**config.mk**
```make
export PLATFORM = sky130hd
export DESIGN_NAME = gamepad_report_encoder_core
export DESIGN_NICKNAME = d
export VERILOG_FILES = /design/src/gre_pkg.sv /design/src/gre_encode.sv /design/src/gamepad_report_encoder_core.sv
export VERILOG_INCLUDE_DIRS = /design/src /design/src/src
export SDC_FILE = /design/constraint.sdc
export NUM_CORES = 1
export LEC_CHECK = 0
export BUFFER_PORTS_ARGS = -buffer_cell sky130_fd_sc_hd__buf_4
export CORE_MARGIN = 4
export CORE_UTILIZATION = 52
export DETAILED_ROUTE_END_ITERATION = 10
export GPL_ROUTABILITY_DRIVEN = 0
export PLACE_DENSITY_LB_ADDON = 0.25
export SYNTH_ARGS = -nofsm -noshare
export SYNTH_HDL_FRONTEND = slang
export SYNTH_SLANG_ARGS = --single-unit
```
**constraint.sdc**
```tcl
create_clock -name clock -period 13.4 [get_ports clock]
set_input_delay 4.02 -clock clock [delete_from_list [all_inputs] [get_ports clock]]
set_output_delay 4.02 -clock clock [all_outputs]
set_load 0.03 [all_outputs]
```
**src/assert_macros.svh**
```systemverilog
// assertion macros used by the top level of the report encoder
// no dependencies; each macro is a clocked concurrent assertion disabled while reset is high
`ifndef ASSERT_MACROS_SVH
`define ASSERT_MACROS_SVH

// condition holds at every clock edge outside reset
`define ASSERT_ALWAYS(label, clk, rst, cond) \
   label: assert property (@(posedge clk) disable iff (rst) (cond)) \
      else $error("assertion failed: label");

// antecedent at one edge implies consequent at the next edge
`define ASSERT_NEXT(label, clk, rst, ante, cons) \
   label: assert property (@(posedge clk) disable iff (rst) (ante) |=> (cons)) \
      else $error("assertion failed: label");

`endif

```
**src/gre_pkg.sv**
```systemverilog
// shared types and constants of the gamepad report encoder
// no dependencies; used by gre_encode and the top level
package gre_pkg;

   // report styles
   localparam logic [2:0] MODE_SWITCH = 3'd0;
   localparam logic [2:0] MODE_PS3    = 3'd1;
   localparam logic [2:0] MODE_PS4    = 3'd2;
   localparam logic [2:0] MODE_XINPUT = 3'd3;
   localparam logic [2:0] MODE_MIDI   = 3'd4;

   // midi octave shift
   localparam logic [6:0] SHIFT_STEP  = 7'd12;
   localparam logic [6:0] SHIFT_MAX   = 7'd96;
   localparam logic [6:0] SHIFT_RESET = 7'd60;

   // pitch bend values
   localparam logic [6:0] BEND_UP     = 7'd80;
   localparam logic [6:0] BEND_DOWN   = 7'd48;
   localparam logic [6:0] BEND_CENTER = 7'd64;

   localparam logic [3:0] HAT_RELEASED = 4'd8;
   localparam logic [7:0] TRIGGER_FULL = 8'hFF;

   // one controller snapshot
   typedef struct packed {
      logic [3:0]  dpad_bits;
      logic [12:0] button_bits;
      logic [7:0]  left_x;
      logic [7:0]  left_y;
      logic [7:0]  right_x;
      logic [7:0]  right_y;
      logic [31:0] touch_mask;
   } snap_type;

   // one report result
   typedef struct packed {
      logic [3:0]         hat_code;
      logic [15:0]        button_word;
      logic [7:0]         button_extra;
      logic [7:0]         left_trigger;
      logic [7:0]         right_trigger;
      logic signed [15:0] out_left_x;
      logic signed [15:0] out_left_y;
      logic signed [15:0] out_right_x;
      logic signed [15:0] out_right_y;
      logic [6:0]         note_shift;
      logic [6:0]         bend_value;
      logic [31:0]        touched_zones;
   } rsp_type;

   // state carried from one report to the next
   typedef struct packed {
      logic [5:0] frame_counter;
      logic [6:0] shift_value;
      logic       prev_right;
      logic       prev_left;
   } state_type;

endpackage

```
**src/gre_encode.sv**
```systemverilog
// combinational report packing for one snapshot and the state update it causes
// depends on gre_pkg
module gre_encode (
   input  logic [2:0]         report_mode,
   input  gre_pkg::snap_type  snap,
   input  gre_pkg::state_type state_cur,
   output gre_pkg::rsp_type   result,
   output gre_pkg::state_type state_next
);

   logic [3:0]  d;
   logic [12:0] b;
   logic [3:0]  hat;
   logic [7:0]  l2_byte;
   logic [7:0]  r2_byte;
   logic [6:0]  shift_up;
   logic [6:0]  shift_both;
   logic [7:0]  shift_sum;
   logic        rise_right;
   logic        rise_left;

   assign d = snap.dpad_bits;
   assign b = snap.button_bits;

   // hat code, diagonals take priority
   always_comb begin
      if (d[0] && d[3]) begin
         hat = 4'd1;
      end else if (d[1] && d[3]) begin
         hat = 4'd3;
      end else if (d[1] && d[2]) begin
         hat = 4'd5;
      end else if (d[0] && d[2]) begin
         hat = 4'd7;
      end else if (d[0]) begin
         hat = 4'd0;
      end else if (d[3]) begin
         hat = 4'd2;
      end else if (d[1]) begin
         hat = 4'd4;
      end else if (d[2]) begin
         hat = 4'd6;
      end else begin
         hat = gre_pkg::HAT_RELEASED;
      end
   end

   assign l2_byte = b[6] ? gre_pkg::TRIGGER_FULL : 8'd0;
   assign r2_byte = b[7] ? gre_pkg::TRIGGER_FULL : 8'd0;

   // octave shift: step up on right edge first, then step down on left edge
   assign rise_right = d[3] && !state_cur.prev_right;
   assign rise_left  = d[2] && !state_cur.prev_left;
   assign shift_sum  = {1'b0, state_cur.shift_value} + {1'b0, gre_pkg::SHIFT_STEP};

   always_comb begin
      if (!rise_right) begin
         shift_up = state_cur.shift_value;
      end else if (shift_sum >= {1'b0, gre_pkg::SHIFT_MAX}) begin
         shift_up = gre_pkg::SHIFT_MAX;
      end else begin
         shift_up = shift_sum[6:0];
      end
      if (!rise_left) begin
         shift_both = shift_up;
      end else if (shift_up <= gre_pkg::SHIFT_STEP) begin
         shift_both = 7'd0;
      end else begin
         shift_both = shift_up - gre_pkg::SHIFT_STEP;
      end
   end

   // per-mode packing
   always_comb begin
      result               = '0;
      result.hat_code      = hat;
      result.bend_value    = gre_pkg::BEND_CENTER;
      state_next           = state_cur;
      case (report_mode)
         gre_pkg::MODE_SWITCH: begin
            result.button_word = {3'b000, b[12:4], b[0], b[1], b[2], b[3]};
            result.out_left_x  = {8'd0, snap.left_x};
            result.out_left_y  = {8'd0, snap.left_y};
            result.out_right_x = {8'd0, snap.right_x};
            result.out_right_y = {8'd0, snap.right_y};
         end
         gre_pkg::MODE_PS3: begin
            result.button_word = {b[3], b[2], b[1], b[0], b[5], b[4], b[7], b[6],
                                  d[2], d[1], d[3], d[0], b[9], b[11], b[10], b[8]};
            result.button_extra  = {7'd0, b[12]};
            result.left_trigger  = l2_byte;
            result.right_trigger = r2_byte;
            result.out_left_x    = {8'd0, snap.left_x};
            result.out_left_y    = {8'd0, snap.left_y};
            result.out_right_x   = {8'd0, snap.right_x};
            result.out_right_y   = {8'd0, snap.right_y};
         end
         gre_pkg::MODE_PS4: begin
            result.button_word = {b[11], b[10], b[9], 1'b0, b[7:4],
                                  b[0], b[1], b[2], b[3], hat};
            result.button_extra  = {state_cur.frame_counter, b[8], b[12]};
            result.left_trigger  = l2_byte;
            result.right_trigger = r2_byte;
            result.out_left_x    = {8'd0, snap.left_x};
            result.out_left_y    = {8'd0, snap.left_y};
            result.out_right_x   = {8'd0, snap.right_x};
            result.out_right_y   = {8'd0, snap.right_y};
            state_next.frame_counter = state_cur.frame_counter + 6'd1;
         end
         gre_pkg::MODE_XINPUT: begin
            result.button_word = {b[0], b[3], b[1], b[2], 1'b0, b[12], b[5], b[4],
                                  b[11], b[10], b[8], b[9], d[3], d[2], d[1], d[0]};
            result.left_trigger  = l2_byte;
            result.right_trigger = r2_byte;
            // x*257 is the byte doubled; the offsets only flip or invert bits
            result.out_left_x    = {snap.left_x, snap.left_x} ^ 16'h8000;
            result.out_left_y    = ~{snap.left_y, snap.left_y} ^ 16'h8000;
            result.out_right_x   = {snap.right_x, snap.right_x} ^ 16'h8000;
            result.out_right_y   = ~{snap.right_y, snap.right_y} ^ 16'h8000;
         end
         gre_pkg::MODE_MIDI: begin
            result.button_word = {10'd0, b[6] | b[7], b[4] | b[5], b[1], b[2], b[3], b[0]};
            result.note_shift    = shift_both;
            result.touched_zones = snap.touch_mask;
            if (d[0]) begin
               result.bend_value = gre_pkg::BEND_UP;
            end else if (d[1]) begin
               result.bend_value = gre_pkg::BEND_DOWN;
            end else begin
               result.bend_value = gre_pkg::BEND_CENTER;
            end
            state_next.shift_value = shift_both;
            state_next.prev_right  = d[3];
            state_next.prev_left   = d[2];
         end
         default: begin
            // unused styles report only the hat code and the centred bend value
         end
      endcase
   end

endmodule

```
**src/gamepad_report_encoder_core.sv**
```systemverilog
// top level of the gamepad report encoder: input register, packing, result register
// depends on gre_pkg, gre_encode and assert_macros.svh
//
// Packs one controller snapshot into report fields for the style set by the
// report_mode register (0 switch, 1 ps3, 2 ps4, 3 xinput, 4 midi). Each snapshot
// passes through the input register, then the result register; a new one can
// be taken every cycle unless the report channel stalls. The only loop is the
// update of the ps4 frame counter and midi octave shift, done as an item moves
// into the result register. Write report_mode only while no snapshot is in flight.
`include "assert_macros.svh"

module gamepad_report_encoder_core (
   input  logic               clock,
   input  logic               reset,
   // configuration
   input  logic               csr_write_enable,
   input  logic [2:0]         csr_write_data,
   // snapshot channel
   input  logic               req_valid,
   output logic               req_ready,
   input  logic [3:0]         req_dpad_bits,
   input  logic [12:0]        req_button_bits,
   input  logic [7:0]         req_left_x,
   input  logic [7:0]         req_left_y,
   input  logic [7:0]         req_right_x,
   input  logic [7:0]         req_right_y,
   input  logic [31:0]        req_touch_mask,
   // report channel
   output logic               rsp_valid,
   input  logic               rsp_ready,
   output logic [3:0]         rsp_hat_code,
   output logic [15:0]        rsp_button_word,
   output logic [7:0]         rsp_button_extra,
   output logic [7:0]         rsp_left_trigger,
   output logic [7:0]         rsp_right_trigger,
   output logic signed [15:0] rsp_out_left_x,
   output logic signed [15:0] rsp_out_left_y,
   output logic signed [15:0] rsp_out_right_x,
   output logic signed [15:0] rsp_out_right_y,
   output logic [6:0]         rsp_note_shift,
   output logic [6:0]         rsp_bend_value,
   output logic [31:0]        rsp_touched_zones
);

   logic [2:0]         mode_ff;
   logic               snap_valid_ff;
   gre_pkg::snap_type  snap_ff;
   gre_pkg::snap_type  snap_in;
   logic               rsp_valid_ff;
   gre_pkg::rsp_type   rsp_ff;
   gre_pkg::rsp_type   rsp_in;
   gre_pkg::state_type state_ff;
   gre_pkg::state_type state_in;
   logic               rsp_free;
   logic               advance;

   // mode register
   always_ff @(posedge clock) begin
      if (reset) begin
         mode_ff <= gre_pkg::MODE_SWITCH;
      end else if (csr_write_enable) begin
         mode_ff <= csr_write_data;
      end
   end

   // pipeline flow control
   assign rsp_free  = !rsp_valid_ff || rsp_ready;
   assign advance   = snap_valid_ff && rsp_free;
   assign req_ready = !snap_valid_ff || rsp_free;

   assign snap_in = '{dpad_bits:   req_dpad_bits,
                      button_bits: req_button_bits,
                      left_x:      req_left_x,
                      left_y:      req_left_y,
                      right_x:     req_right_x,
                      right_y:     req_right_y,
                      touch_mask:  req_touch_mask};

   // input register
   always_ff @(posedge clock) begin
      if (reset) begin
         snap_valid_ff <= 1'b0;
      end else if (req_ready) begin
         snap_valid_ff <= req_valid;
      end
   end

   always_ff @(posedge clock) begin
      if (req_ready && req_valid) begin
         snap_ff <= snap_in;
      end
   end

   gre_encode u_encode (
      .report_mode (mode_ff),
      .snap        (snap_ff),
      .state_cur   (state_ff),
      .result      (rsp_in),
      .state_next  (state_in)
   );

   // report state, updated as each snapshot moves on
   always_ff @(posedge clock) begin
      if (reset) begin
         state_ff <= '{frame_counter: 6'd0,
                       shift_value:   gre_pkg::SHIFT_RESET,
                       prev_right:    1'b0,
                       prev_left:     1'b0};
      end else if (advance) begin
         state_ff <= state_in;
      end
   end

   // result register
   always_ff @(posedge clock) begin
      if (reset) begin
         rsp_valid_ff <= 1'b0;
      end else if (rsp_free) begin
         rsp_valid_ff <= snap_valid_ff;
      end
   end

   always_ff @(posedge clock) begin
      if (advance) begin
         rsp_ff <= rsp_in;
      end
   end

   assign rsp_valid         = rsp_valid_ff;
   assign rsp_hat_code      = rsp_ff.hat_code;
   assign rsp_button_word   = rsp_ff.button_word;
   assign rsp_button_extra  = rsp_ff.button_extra;
   assign rsp_left_trigger  = rsp_ff.left_trigger;
   assign rsp_right_trigger = rsp_ff.right_trigger;
   assign rsp_out_left_x    = rsp_ff.out_left_x;
   assign rsp_out_left_y    = rsp_ff.out_left_y;
   assign rsp_out_right_x   = rsp_ff.out_right_x;
   assign rsp_out_right_y   = rsp_ff.out_right_y;
   assign rsp_note_shift    = rsp_ff.note_shift;
   assign rsp_bend_value    = rsp_ff.bend_value;
   assign rsp_touched_zones = rsp_ff.touched_zones;

   // checks on the report state and on the stalled result register
   `ASSERT_ALWAYS(shift_in_range_a, clock, reset, state_ff.shift_value <= gre_pkg::SHIFT_MAX)
   `ASSERT_NEXT(counter_steps_a, clock, reset, advance && mode_ff == gre_pkg::MODE_PS4,
      state_ff.frame_counter == $past(state_ff.frame_counter) + 6'd1)
   `ASSERT_NEXT(state_holds_a, clock, reset, !advance, $stable(state_ff))
   `ASSERT_NEXT(stalled_rsp_holds_a, clock, reset, rsp_valid_ff && !rsp_ready,
      rsp_valid_ff && $stable(rsp_ff))

endmodule
```
==> impl_metrics.xml <==
<?xml version="1.0" encoding="UTF-8"?>
<metrics>
  <group name="status">
    <metric name="status" unit="">finished clean</metric>
  </group>
  <group name="critical_path">
    <metric name="startpoint_type" unit="">primary input</metric>
    <metric name="worst-endpoint-arrival" unit="ns">4.77</metric>
    <metric name="path_cells" unit="">buf_4 &gt; nor2b_1 &gt; nand2_1 &gt; buf_4</metric>
    <metric name="critPathKind" unit="">in -&gt; out</metric>
    <metric name="critical_path.max_fanout" unit="">4</metric>
    <metric name="critical_path_end_type" unit="">output port</metric>
    <metric name="critical_path.most_common_cell" unit="">sky130_fd_sc_hd__buf_4</metric>
    <metric name="critical_path.slowest_cell" unit="">sky130_fd_sc_hd__nor2b_1</metric>
    <metric name="timing.critical_path.slowest_cell_delay" unit="ns">0.30</metric>
    <metric name="critical_path_required" unit="ns">9.38</metric>
  </group>
  <group name="synthesis">
    <metric name="syn_area" unit="sq um">9330</metric>
    <metric name="yosysSeqAreaShare" unit="%">74.1</metric>
    <metric name="synth.cells.most_frequent" unit="">sky130_fd_sc_hd__edfxtp_1, sky130_fd_sc_hd__nor2_1, sky130_fd_sc_hd__and3_1</metric>
    <metric name="synth_cells" unit="">634</metric>
    <metric name="avgSynthCellArea" unit="sq um">14.7</metric>
    <metric name="yosys_most_used_dff" unit="">sky130_fd_sc_hd__edfxtp_1</metric>
    <metric name="asyncSetResetFlopFracSynth" unit="%">0</metric>
    <metric name="yosysTopAreaCellShare" unit="%">69.8</metric>
    <metric name="postSynthRegisterBits" unit="">237</metric>
    <metric name="ranking_of_synthesized_cells_by_area" unit="">sky130_fd_sc_hd__edfxtp_1, sky130_fd_sc_hd__dfxtp_1, sky130_fd_sc_hd__nor2_1</metric>
    <metric name="netlist-cell-type-count" unit="">51</metric>
    <metric name="synth_enable_flop_cells" unit="">217</metric>
    <metric name="yosysMostFrequentCell" unit="">sky130_fd_sc_hd__edfxtp_1</metric>
    <metric name="synth.yosys.warnings" unit="">0</metric>
    <metric name="synth.largest_area_cell" unit="">sky130_fd_sc_hd__edfxtp_1</metric>
  </group>
  <group name="clock_tree">
    <metric name="clock_tree_from_tritoncts" unit="">yes</metric>
    <metric name="clock_pin_slew_on_the_worst_setup_and_hold_paths" unit="ns">0.06</metric>
    <metric name="worst_skew_pair.late_latency" unit="ns">0.51</metric>
    <metric name="clockRootBuffer" unit="">sky130_fd_sc_hd__clkbuf_16</metric>
    <metric name="numClockSinks" unit="">237</metric>
    <metric name="postCtsHoldBufs" unit="">0</metric>
    <metric name="cts_made_buffers" unit="">24</metric>
    <metric name="cts_htree_levels" unit="">1</metric>
    <metric name="cts_repair_resize_count" unit="">0</metric>
    <metric name="post_cts_buffers" unit="">0</metric>
    <metric name="deepest_clock_path_buffer_count" unit="">3</metric>
  </group>
  <group name="power_and_ir_drop">
    <metric name="p_switching" unit="W">0.000404</metric>
    <metric name="seq_power_share" unit="%">49.0</metric>
    <metric name="power_density_over_cell_area" unit="nW/um^2">147</metric>
    <metric name="power_switching_share" unit="%">22.7</metric>
    <metric name="worst_ir_drop_vdd" unit="V">0.000122</metric>
    <metric name="power_frac_comb" unit="%">10.0</metric>
    <metric name="leakage" unit="nW">4.75</metric>
    <metric name="power.share.clock" unit="%">40.9</metric>
    <metric name="intPower" unit="W">0.00137</metric>
  </group>
  <group name="placement">
    <metric name="post-dp-hpwl" unit="microns">14200</metric>
    <metric name="portBuffers" unit="">240</metric>
  </group>
  <group name="global_routing">
    <metric name="wire_length_of_the_first_global_routing_pass" unit="microns">31000</metric>
    <metric name="globalRoute.totalOverflow" unit="">0</metric>
    <metric name="initial_antenna_violation_count" unit="">0</metric>
    <metric name="global_route_usage_over_all_layers" unit="%">19.5</metric>
    <metric name="first_global_vias" unit="">5724</metric>
    <metric name="grt_start_max_net_pins" unit="">82</metric>
  </group>
  <group name="floorplan">
    <metric name="std_cell_rows" unit="">48</metric>
    <metric name="dieArea" unit="sq um">20100</metric>
    <metric name="core_area" unit="sq um">17400</metric>
    <metric name="num_io_pins" unit="">245</metric>
    <metric name="initial_utilization" unit="%">53.6</metric>
    <metric name="die_width" unit="microns">142</metric>
    <metric name="die_y" unit="microns">142</metric>
  </group>
  <group name="drt">
    <metric name="first_iter_violations" unit="">350</metric>
    <metric name="postRouteAntennaNets" unit="">0</metric>
    <metric name="wire_per_inst" unit="microns">18.3</metric>
    <metric name="firstDrtPassIters" unit="">5</metric>
    <metric name="routed_wirelength" unit="microns">20200</metric>
    <metric name="drc" unit="">0</metric>
    <metric name="route.detailed.vias_per_inst" unit="">5.25</metric>
    <metric name="routed-via-count" unit="">5792</metric>
  </group>
  <group name="timing">
    <metric name="setup-violations-final" unit="">0</metric>
    <metric name="finalCriticalPeriod" unit="ns">8.79</metric>
    <metric name="maxClockFrequency" unit="MHz">114</metric>
    <metric name="post-route-period-util" unit="%">65.6</metric>
    <metric name="slew_viol_final" unit="">0</metric>
    <metric name="worst_pin_slew" unit="ns">1.09</metric>
    <metric name="timing.slew.headroom" unit="%">27.7</metric>
    <metric name="fin_worst_skew" unit="ns">0.0117</metric>
    <metric name="hold-worst-slack" unit="ns">0.496</metric>
    <metric name="finalSetupTns" unit="ns">0</metric>
    <metric name="grt_setup_unrepaired" unit="">false</metric>
    <metric name="hold_viol" unit="">0</metric>
  </group>
  <group name="job">
    <metric name="maxCapViolations" unit="">0</metric>
  </group>
  <group name="finish">
    <metric name="fill_cells" unit="">1201</metric>
    <metric name="total_area_of_sequential_cells" unit="sq um">6920</metric>
    <metric name="diodes" unit="">0</metric>
    <metric name="syn2layout_area_growth" unit="%">29.7</metric>
    <metric name="area_taken_by_multi_input_logic_gates" unit="sq um">2130</metric>
    <metric name="drive_above_1_share" unit="%">34.6</metric>
    <metric name="final_core_utilization" unit="%">69.5</metric>
    <metric name="nets" unit="">952</metric>
  </group>
  <group name="worst_hold_path">
    <metric name="timing.hold.worst.class" unit="">reg -&gt; reg</metric>
  </group>
</metrics>
==> power groups by stage <==
stage / combinational (W) / sequential [W] / clock, W
3_3_place_gp: 0.000176 / 0.000886 / 0
6_report: 0.000179 / 0.000871 / 0.000727
5_1_grt: 0.000191 / 0.000875 / 0.000776
3_5_place_dp: 0.000180 / 0.000887 / 0
2_1_floorplan: 0.0000668 / 0.000929 / 0
4_1_cts: 0.000180 / 0.000872 / 0.000742
==> area by class of cell <==
class | count | share of cell area [%]
clock inverter | 16 | 2.14
sequential | 237 | 57.1
inverter | 10 | 0.310
clock buffer | 28 | 5.17
tap | 225 | 2.33
multi-input combinational | 340 | 17.6
timing repair buffer | 247 | 15.3
==> routing by layer <==
layer  share of wire [%]  wire length [microns]  global-route usage (%)
met1                  38                   7700                    24.9
met2                  50                  10100                    33.2
met3                  10                   2030                    5.38
met4                 2.0                    402                    5.05
met5                   0                      0                       0
==> registers in the layout, summed over array words and instances (netlist names) <==
| signal | flops |
|---|---|
| rsp_note_shift | 7 |
| rsp_out_left_x | 16 |
| state_ff | 15 |
| rsp_out_left_y | 16 |
| rsp_button_word | 16 |
| rsp_right_trigger | 1 |
| rsp_out_right_x | 16 |
| rsp_button_extra | 8 |
| rsp_left_trigger | 1 |
| rsp_hat_code | 4 |
| rsp_out_right_y | 16 |
| rsp_valid | 1 |
| snap_ff | 81 |
| snap_valid_ff | 1 |
| rsp_touched_zones | 32 |
| mode_ff | 3 |
| rsp_bend_value | 3 |
==> cell families after synthesis <==
kind of cell             Yosys count  synth area share, %
multiplexers                      19                 2.57
flip-flops                       237                 74.1
buffers and inverters             60                 3.30
other                              1               0.0402
adder cells (fa/ha/maj)            3                0.402
AND/OR/NAND/NOR                  223                 12.5
AO/OA/AOI/OAI                     67                 4.77
XOR/XNOR                          24                 2.25
==> layout by cell type (no fill, tap or decap), types with 6 or more instances in the layout <==
cell	count
sky130_fd_sc_hd__bufinv_16	6
sky130_fd_sc_hd__nor2_1	74
sky130_fd_sc_hd__and3_1	36
sky130_fd_sc_hd__nor2b_1	34
sky130_fd_sc_hd__clkbuf_16	24
sky130_fd_sc_hd__buf_4	247
sky130_fd_sc_hd__a21oi_1	26
sky130_fd_sc_hd__xor2_1	22
sky130_fd_sc_hd__clkinvlp_4	6
sky130_fd_sc_hd__a31oi_1	7
sky130_fd_sc_hd__dfxtp_1	19
sky130_fd_sc_hd__and2_1	20
sky130_fd_sc_hd__edfxtp_1	217
sky130_fd_sc_hd__nand2b_1	6
sky130_fd_sc_hd__o21ai_0	9
sky130_fd_sc_hd__mux2i_1	15
sky130_fd_sc_hd__inv_1	10
sky130_fd_sc_hd__nand2_1	24
==> path summary, 6_finish.rpt <==
path,from,endpoint,slack [ns],cells past startpoint
max,rsp_ready,req_ready,4.61,4
max reg2reg,state_ff[4],rsp_note_shift[1],10.18,12
min reg2reg,state_ff[3],state_ff[3],0.50,1
min,state_ff[3],state_ff[3],0.50,1
==> critical path, delay by kind of cell <==
kind	cells	cell delay [ns]
buf+inv	2	0.30
simple gates	2	0.44
==> stage by stage <==
step | total power [W] | cell area (sq um) | setup WS [ns] | cells
2_1_floorplan | 0.000996 | 9340 | 1.83 | 637
3_3_place_gp | 0.00106 | 11200 | 4.67 | 1059
3_5_place_dp | 0.00107 | 11200 | 4.60 | 1059
4_1_cts | 0.00179 | 12100 | 4.60 | 1103
5_1_grt | 0.00184 | 12100 | 4.58 | 1103
6_report | 0.00178 | 12100 | 4.61 | 1103
No activity file was read; power rests on OpenSTA's default activity.
